File: src/rtl/core/scfc_pkg.sv
// Shared types, constants and the CRC-16 byte update for the sectioned frame checker.
`default_nettype none

package scfc_pkg;

  // File header length skipped before the first section
  localparam int unsigned FILE_HEADER_BYTES = 8;

  // CRC-16, MSB first, no reflection, no final XOR
  localparam logic [15:0] CRC_INIT = 16'h8320;
  localparam logic [15:0] CRC_POLY = 16'h1F45;

  // Configuration register reset values
  localparam logic        CHECK_LENGTHS_RST = 1'b1;
  localparam logic [15:0] MIN_LENGTH_RST    = 16'd32;
  localparam logic [31:0] MAX_LENGTH_RST    = 32'd65535;

  // Queue between front and back (power of two so the pointers wrap)
  localparam int unsigned QUEUE_DEPTH = 2;
  localparam int unsigned QUEUE_PTR_W = $clog2(QUEUE_DEPTH);
  localparam int unsigned QUEUE_CNT_W = $clog2(QUEUE_DEPTH + 1);

  // Output stream packing
  localparam int unsigned OUT_DATA_W = 120;

  typedef enum logic [1:0] {
    CFG_CHECK_LENGTHS = 2'd0,
    CFG_MIN_LENGTH    = 2'd1,
    CFG_MAX_LENGTH    = 2'd2
  } cfg_idx_e;

  typedef enum logic [1:0] {
    PH_FILE_HDR = 2'd0,
    PH_SEC_HDR  = 2'd1,
    PH_BODY     = 2'd2
  } phase_e;

  typedef enum logic [1:0] {
    ST_MATCH    = 2'd0,
    ST_MISMATCH = 2'd1,
    ST_BAD_LEN  = 2'd2,
    ST_TRUNC    = 2'd3
  } status_e;

  // What the back end does with the running CRC for one byte
  typedef enum logic [1:0] {
    CRC_HOLD   = 2'd0,
    CRC_RESTART = 2'd1,
    CRC_UPDATE = 2'd2
  } crc_op_e;

  // Kind of report raised by one byte
  typedef enum logic [1:0] {
    EM_VERDICT   = 2'd0,
    EM_BAD_LEN   = 2'd1,
    EM_TRUNC_CRC = 2'd2,
    EM_TRUNC_HDR = 2'd3
  } emit_e;

  typedef struct packed {
    logic        check_lengths;
    logic [15:0] min_length_excl;
    logic [31:0] max_length;
  } cfg_t;

  // One classified byte, handed from front to back
  typedef struct packed {
    logic [7:0]  data_byte;
    crc_op_e     crc_op;
    logic        emit;
    emit_e       emit_kind;
    logic [31:0] offset;
    logic [31:0] stored;
    logic [31:0] length;
    logic        file_end;
  } op_t;

  // Advance the CRC by one byte, eight shift steps
  function automatic logic [15:0] crc_byte(input logic [15:0] crc, input logic [7:0] b);
    logic [15:0] c;
    c = crc ^ {b, 8'h00};
    for (int i = 0; i < 8; i++) begin
      if (c[15]) begin
        c = {c[14:0], 1'b0} ^ CRC_POLY;
      end else begin
        c = {c[14:0], 1'b0};
      end
    end
    return c;
  endfunction

endpackage

`default_nettype wire

File: src/rtl/core/scfc_front.sv
// Front end: parses the byte stream and classifies each byte into a back-end operation.
`default_nettype none

module scfc_front #(
  parameter int unsigned FileHeaderBytes = scfc_pkg::FILE_HEADER_BYTES
) (
  input  wire logic          clk_i,
  input  wire logic          rst_ni,
  input  wire scfc_pkg::cfg_t cfg_i,
  input  wire logic          in_valid_i,
  output logic               in_ready_o,
  input  wire logic [7:0]    data_byte_i,
  input  wire logic          last_byte_i,
  input  wire logic          queue_full_i,
  output logic               push_o,
  output scfc_pkg::op_t      op_o
);
  import scfc_pkg::*;

  localparam logic [31:0] HdrBytes = 32'(FileHeaderBytes);
  localparam phase_e PhaseStart = (FileHeaderBytes == 0) ? PH_SEC_HDR : PH_FILE_HDR;

  phase_e      phase_q, phase_d;
  logic [2:0]  idx_q, idx_d;
  logic [31:0] offset_q, offset_d;
  logic [31:0] length_q, length_d;
  logic [31:0] left_q, left_d;
  logic [31:0] stored_q, stored_d;
  logic [31:0] start_q, start_d;
  logic        halted_q, halted_d;

  logic        accept;
  logic [31:0] off_inc;
  logic [31:0] left_dec;
  logic [31:0] len_base, stored_base, shifted;
  logic [31:0] len_new, stored_new;
  logic        bad_len;

  assign in_ready_o = !queue_full_i;
  assign accept     = in_valid_i && in_ready_o;
  assign push_o     = accept;

  // Section header field assembly
  assign off_inc     = offset_q + 32'd1;
  assign left_dec    = left_q - 32'd1;
  assign len_base    = (idx_q == 3'd0) ? 32'd0 : length_q;
  assign stored_base = (idx_q == 3'd0) ? 32'd0 : stored_q;
  assign shifted     = {24'd0, data_byte_i} << {idx_q[1:0], 3'b000};
  assign len_new     = idx_q[2] ? len_base : (len_base | shifted);
  assign stored_new  = idx_q[2] ? (stored_base | shifted) : stored_base;
  assign bad_len     = cfg_i.check_lengths &&
                       ((len_new <= {16'd0, cfg_i.min_length_excl}) ||
                        (len_new > cfg_i.max_length));

  // Next parse phase
  always_comb begin
    phase_d = phase_q;
    if (accept) begin
      if (!halted_q) begin
        case (phase_q)
          PH_FILE_HDR: begin
            if (off_inc >= HdrBytes) phase_d = PH_SEC_HDR;
          end
          PH_SEC_HDR: begin
            if ((idx_q == 3'd7) && !bad_len && (len_new != 32'd0)) phase_d = PH_BODY;
          end
          PH_BODY: begin
            if (left_dec == 32'd0) phase_d = PH_SEC_HDR;
          end
          default: phase_d = PH_SEC_HDR;
        endcase
      end
      if (last_byte_i) phase_d = PhaseStart;
    end
  end

  // Datapath updates and the operation handed to the back end
  always_comb begin
    idx_d    = idx_q;
    offset_d = offset_q;
    length_d = length_q;
    left_d   = left_q;
    stored_d = stored_q;
    start_d  = start_q;
    halted_d = halted_q;

    op_o.data_byte = data_byte_i;
    op_o.crc_op    = CRC_HOLD;
    op_o.emit      = 1'b0;
    op_o.emit_kind = EM_VERDICT;
    op_o.offset    = start_q;
    op_o.stored    = stored_q;
    op_o.length    = length_q;
    op_o.file_end  = last_byte_i;

    if (accept) begin
      offset_d = off_inc;
      if (!halted_q) begin
        case (phase_q)
          PH_SEC_HDR: begin
            length_d    = len_new;
            stored_d    = stored_new;
            op_o.stored = stored_new;
            op_o.length = len_new;
            if (idx_q == 3'd0) op_o.crc_op = CRC_RESTART;
            if (idx_q == 3'd7) begin
              idx_d       = 3'd0;
              start_d     = off_inc;
              op_o.offset = off_inc;
              if (bad_len) begin
                op_o.emit      = 1'b1;
                op_o.emit_kind = EM_BAD_LEN;
                halted_d       = 1'b1;
              end else if (len_new == 32'd0) begin
                op_o.emit      = 1'b1;
                op_o.emit_kind = EM_VERDICT;
              end else begin
                left_d         = len_new;
                op_o.emit      = last_byte_i;
                op_o.emit_kind = EM_TRUNC_CRC;
              end
            end else begin
              idx_d          = idx_q + 3'd1;
              op_o.offset    = offset_q + 32'(4'd8 - {1'b0, idx_q});
              op_o.emit      = last_byte_i;
              op_o.emit_kind = EM_TRUNC_HDR;
            end
          end
          PH_BODY: begin
            op_o.crc_op = CRC_UPDATE;
            left_d      = left_dec;
            if (left_dec == 32'd0) begin
              op_o.emit      = 1'b1;
              op_o.emit_kind = EM_VERDICT;
              idx_d          = 3'd0;
            end else begin
              op_o.emit      = last_byte_i;
              op_o.emit_kind = EM_TRUNC_CRC;
            end
          end
          default: begin
          end
        endcase
      end
      // Return to the start of a new file
      if (last_byte_i) begin
        idx_d    = 3'd0;
        offset_d = 32'd0;
        length_d = 32'd0;
        left_d   = 32'd0;
        stored_d = 32'd0;
        start_d  = 32'd0;
        halted_d = 1'b0;
      end
    end
  end

  always_ff @(posedge clk_i or negedge rst_ni) begin
    if (!rst_ni) begin
      phase_q  <= PhaseStart;
      idx_q    <= 3'd0;
      offset_q <= 32'd0;
      length_q <= 32'd0;
      left_q   <= 32'd0;
      stored_q <= 32'd0;
      start_q  <= 32'd0;
      halted_q <= 1'b0;
    end else begin
      phase_q  <= phase_d;
      idx_q    <= idx_d;
      offset_q <= offset_d;
      length_q <= length_d;
      left_q   <= left_d;
      stored_q <= stored_d;
      start_q  <= start_d;
      halted_q <= halted_d;
    end
  end

endmodule

`default_nettype wire

File: config.mk
export PLATFORM = sky130hd
export DESIGN_NAME = scfc_front
export DESIGN_NICKNAME = d
export VERILOG_FILES = /design/src/rtl/core/scfc_pkg.sv /design/src/rtl/core/scfc_front.sv
export SDC_FILE = /design/constraint.sdc
export NUM_CORES = 1
export LEC_CHECK = 0
export ABC_AREA = 1
export BUFFER_PORTS_ARGS = -buffer_cell sky130_fd_sc_hd__buf_4
export CORE_MARGIN = 2
export CORE_UTILIZATION = 49
export DETAILED_ROUTE_END_ITERATION = 8
export GPL_ROUTABILITY_DRIVEN = 0
export MAX_ROUTING_LAYER = met4
export PLACE_DENSITY_LB_ADDON = 0.2
export SLEW_MARGIN = 10
export SYNTH_ARGS = -nofsm -noshare
export SYNTH_HDL_FRONTEND = slang
export SYNTH_SLANG_ARGS = --single-unit
File: constraint.sdc
create_clock -name clk_i -period 10.6 [get_ports clk_i]
set_clock_uncertainty 0.1 [all_clocks]
set_input_delay 1.59 -clock clk_i [delete_from_list [all_inputs] [get_ports clk_i]]
set_output_delay 1.59 -clock clk_i [all_outputs]
set_load 0.02 [all_outputs]
==> impl_metrics.env <==
export IMPL_vias=14090
export IMPL_holdPathStages=2
export IMPL_finalSetupViolations=0
export IMPL_synth_top_area_share_pct=32.14
export IMPL_grt_overflow_total=0
export IMPL_dp_hpwl_um=31860
export IMPL_via_per_inst=5.696
export IMPL_drt_antenna_violating_nets=0
export IMPL_cts_setup_buffers=0
export IMPL_avgSynthCellArea_um2=6.414
export IMPL_drtIter0Drc=1551
export IMPL_place_worst_setup_slack_ns=4.463
export IMPL_final_cell_mix="nand2_1 (578), nor2_1 (272), inv_1 (256), buf_4 (185), dfrtp_1 (166)"
export IMPL_fin_crit_ns=6.386
export IMPL_dp_cells=2442
export IMPL_io_pins=174
export IMPL_clk_path_buf_depth=2
export IMPL_fmax_ghz=0.1566
export IMPL_yosys_most_used_dff="dfrtp_1"
export IMPL_grt_max_degree=111
export IMPL_hp_class="reg2reg"
export IMPL_final_util_pct=57.48
export IMPL_wl_um=43870
export IMPL_cp_max_fo=39
export IMPL_final_common_cell="nand2_1"
export IMPL_ys_warn_count=0
export IMPL_crit_path_start_kind="register"
export IMPL_async_flop_share_pct=100.0
export IMPL_fill_cells=2565
export IMPL_cts_tree="done"
export IMPL_core_um2=25980
export IMPL_synth_cell_types=39
export IMPL_drtPass1Iterations=9
export IMPL_ys_seq_area_share_pct=32.14
export IMPL_die_area_um2=27690
export IMPL_power_density_nw_per_um2=196.2
export IMPL_tns_ns=0
export IMPL_multi_input_comb_area_um2=7343
export IMPL_die_height_um=166.4
export IMPL_grtUsageTotal_pct=32.01
export IMPL_peakVddDrop_uv=121.2
export IMPL_drc_errors=4
export IMPL_worst_endpoint_arrival_ns=4.70
export IMPL_violations="design-rule violations"
export IMPL_crit_required_ns=8.91
export IMPL_seq_area_um2=4154
export IMPL_hold_buffers=0
export IMPL_port_buffer_count=173
export IMPL_setup_ws_ns=4.214
export IMPL_die_w_um=166.4
export IMPL_drive_gt1_share_pct=11.55
export IMPL_num_rows=59
export IMPL_status="finished with violations"
export IMPL_synth_edf_count=0
export IMPL_synth_cells=2015
export IMPL_layout_nets=2253
export IMPL_final_cell_count_no_fill=2474
export IMPL_cts_sinks=166
export IMPL_maxSlewViolCount=0
export IMPL_rsz0062_at_grt="no"
export IMPL_critPathKind="reg2out"
export IMPL_hold_violations=0
export IMPL_antenna_cells=0
export IMPL_yosys_area_top_type="dfrtp_1"
export IMPL_area_delta_synth_final_pct=15.58
export IMPL_cap_violations=0
export IMPL_reg2regPathDepth=24
export IMPL_start_util_pct=49.74
export IMPL_synth_area_top_cells="dfrtp_1 (32%), nand2_1 (17%), nor2_1 (7.9%), inv_1 (7.4%), ha_1 (6.2%)"
export IMPL_wire_per_inst_um=17.73
export IMPL_syn_area_um2=12920
export IMPL_p_leak_nw=7.671
export IMPL_hold_ws_ns=0.3804
export IMPL_cts_buffers=17
export IMPL_cts_root_buf="clkbuf_16"
export IMPL_finalCritPeriodShare_pct=60.24
export IMPL_ys_seq_elements=166
export IMPL_crit_path_end_kind="output pin"
export IMPL_grt_pass1_vias=13160
export IMPL_cts_htree_levels=4
export IMPL_synthesis_nets=2142
export IMPL_cts_resized=0
export IMPL_slew_headroom_pct=24.89
export IMPL_clkTransAtPathRegs_ns=0.07
export IMPL_antenna_found_initial=0
export IMPL_grt_pass1_wl_um=69130
export IMPL_insertion_delay_ns=0.44
export IMPL_tightest_slew_ns=1.127
-- cell families (layout without fill, tap and decap cells) --
family          count (synthesis)  after routing  synth area share (%)
simple gates                 1002           1002                 31.16
xor+xnor                       37             37                 2.507
buf+inv                       358            482                 11.13
flops                         166            166                 32.14
compound gates                387            387                 16.70
fa+ha+maj                      65             65                 6.351
-- area by class of cell --
cell class / count / area share, %
Clock buffer: 18 / 2.873
Clock inverter: 14 / 1.340
Inverter: 264 / 6.634
Multi-Input combinational cell: 1491 / 49.16
Sequential cell: 166 / 27.81
Tap cell: 335 / 2.806
Timing Repair Buffer: 186 / 9.373
-- synth_stat cells, types with 17 or more instances --
cell type	number
o22ai_1	93
clkbuf_1	62
a22oi_1	17
o21ai_0	158
nor2_1	273
nand3_1	102
ha_1	64
nand2_1	578
xor2_1	32
dfrtp_1	166
nand4_1	23
inv_1	256
a21oi_1	82
-- worst paths after layout --
path | from | endpoint | slack [ns]
max in group asynchronous | rst_ni | left_q[3]$_DFFE_PN0P_ | 7.83
hold reg to reg | start_q[2]$_DFFE_PN0P_ | start_q[2]$_DFFE_PN0P_ | 0.38
setup / recovery | idx_q[0]$_DFFE_PN0P_ | op_o[99] | 4.21
hold / removal | start_q[2]$_DFFE_PN0P_ | start_q[2]$_DFFE_PN0P_ | 0.38
setup reg to reg | idx_q[0]$_DFFE_PN0P_ | left_q[1]$_DFFE_PN0P_ | 5.51
min in group asynchronous | rst_ni | stored_q[23]$_DFFE_PN0P_ | 1.12
-- power breakdown --
part	total, mW	internal, mW	leakage [nW]	switching (mW)
logic	1.49	0.450	5.08	1.04
registers	0.761	0.694	2.29	0.0670
clock network	0.684	0.398	0.303	0.286
total	2.93	1.54	7.67	1.39
-- metal layers --
layer  track usage [%]  up-vias  share of wire, %
met5                 -        -                 0
met4             15.59        0               5.0
met3             5.195      160               8.6
met2             51.24      699                47
met1             39.49     6525                40
li1                  -     6709                 -
-- stage by stage --
stage                     cell area, um^2  power [mW]
after floorplan                     12920       1.797
after global placement              14310       2.191
after detailed placement            14310       2.221
after CTS                           14940       2.903
after global routing                14940       3.137
final                               14940       2.930
-- worst max-delay path, cell delays in order (launching register included) --
cell,delay [ns]
dfrtp_1,0.64
inv_1,0.18
ha_1,0.16
ha_1,0.13
buf_4,0.38
inv_2,0.26
a22oi_1,0.41
inv_1,0.13
ha_1,0.32
nand2_1,0.06
nor2_1,0.12
nand2_1,0.08
nand2_1,0.08
nand2_1,0.06
nand2_1,0.05
nand2_1,0.06
nand2_1,0.08
nand2_1,0.05
nand2_1,0.15
nand2_2,0.11
nand2_1,0.09
a21oi_1,0.07
o21ai_0,0.37
buf_4,0.23
-- flip-flops by register name, indices dropped and copies added (netlist names) --
register  flops
idx_q         3
offset_q     32
left_q       32
stored_q     32
phase_q       2
halted_q      1
length_q     32
start_q      32
Power figures use the tool's default switching activity.
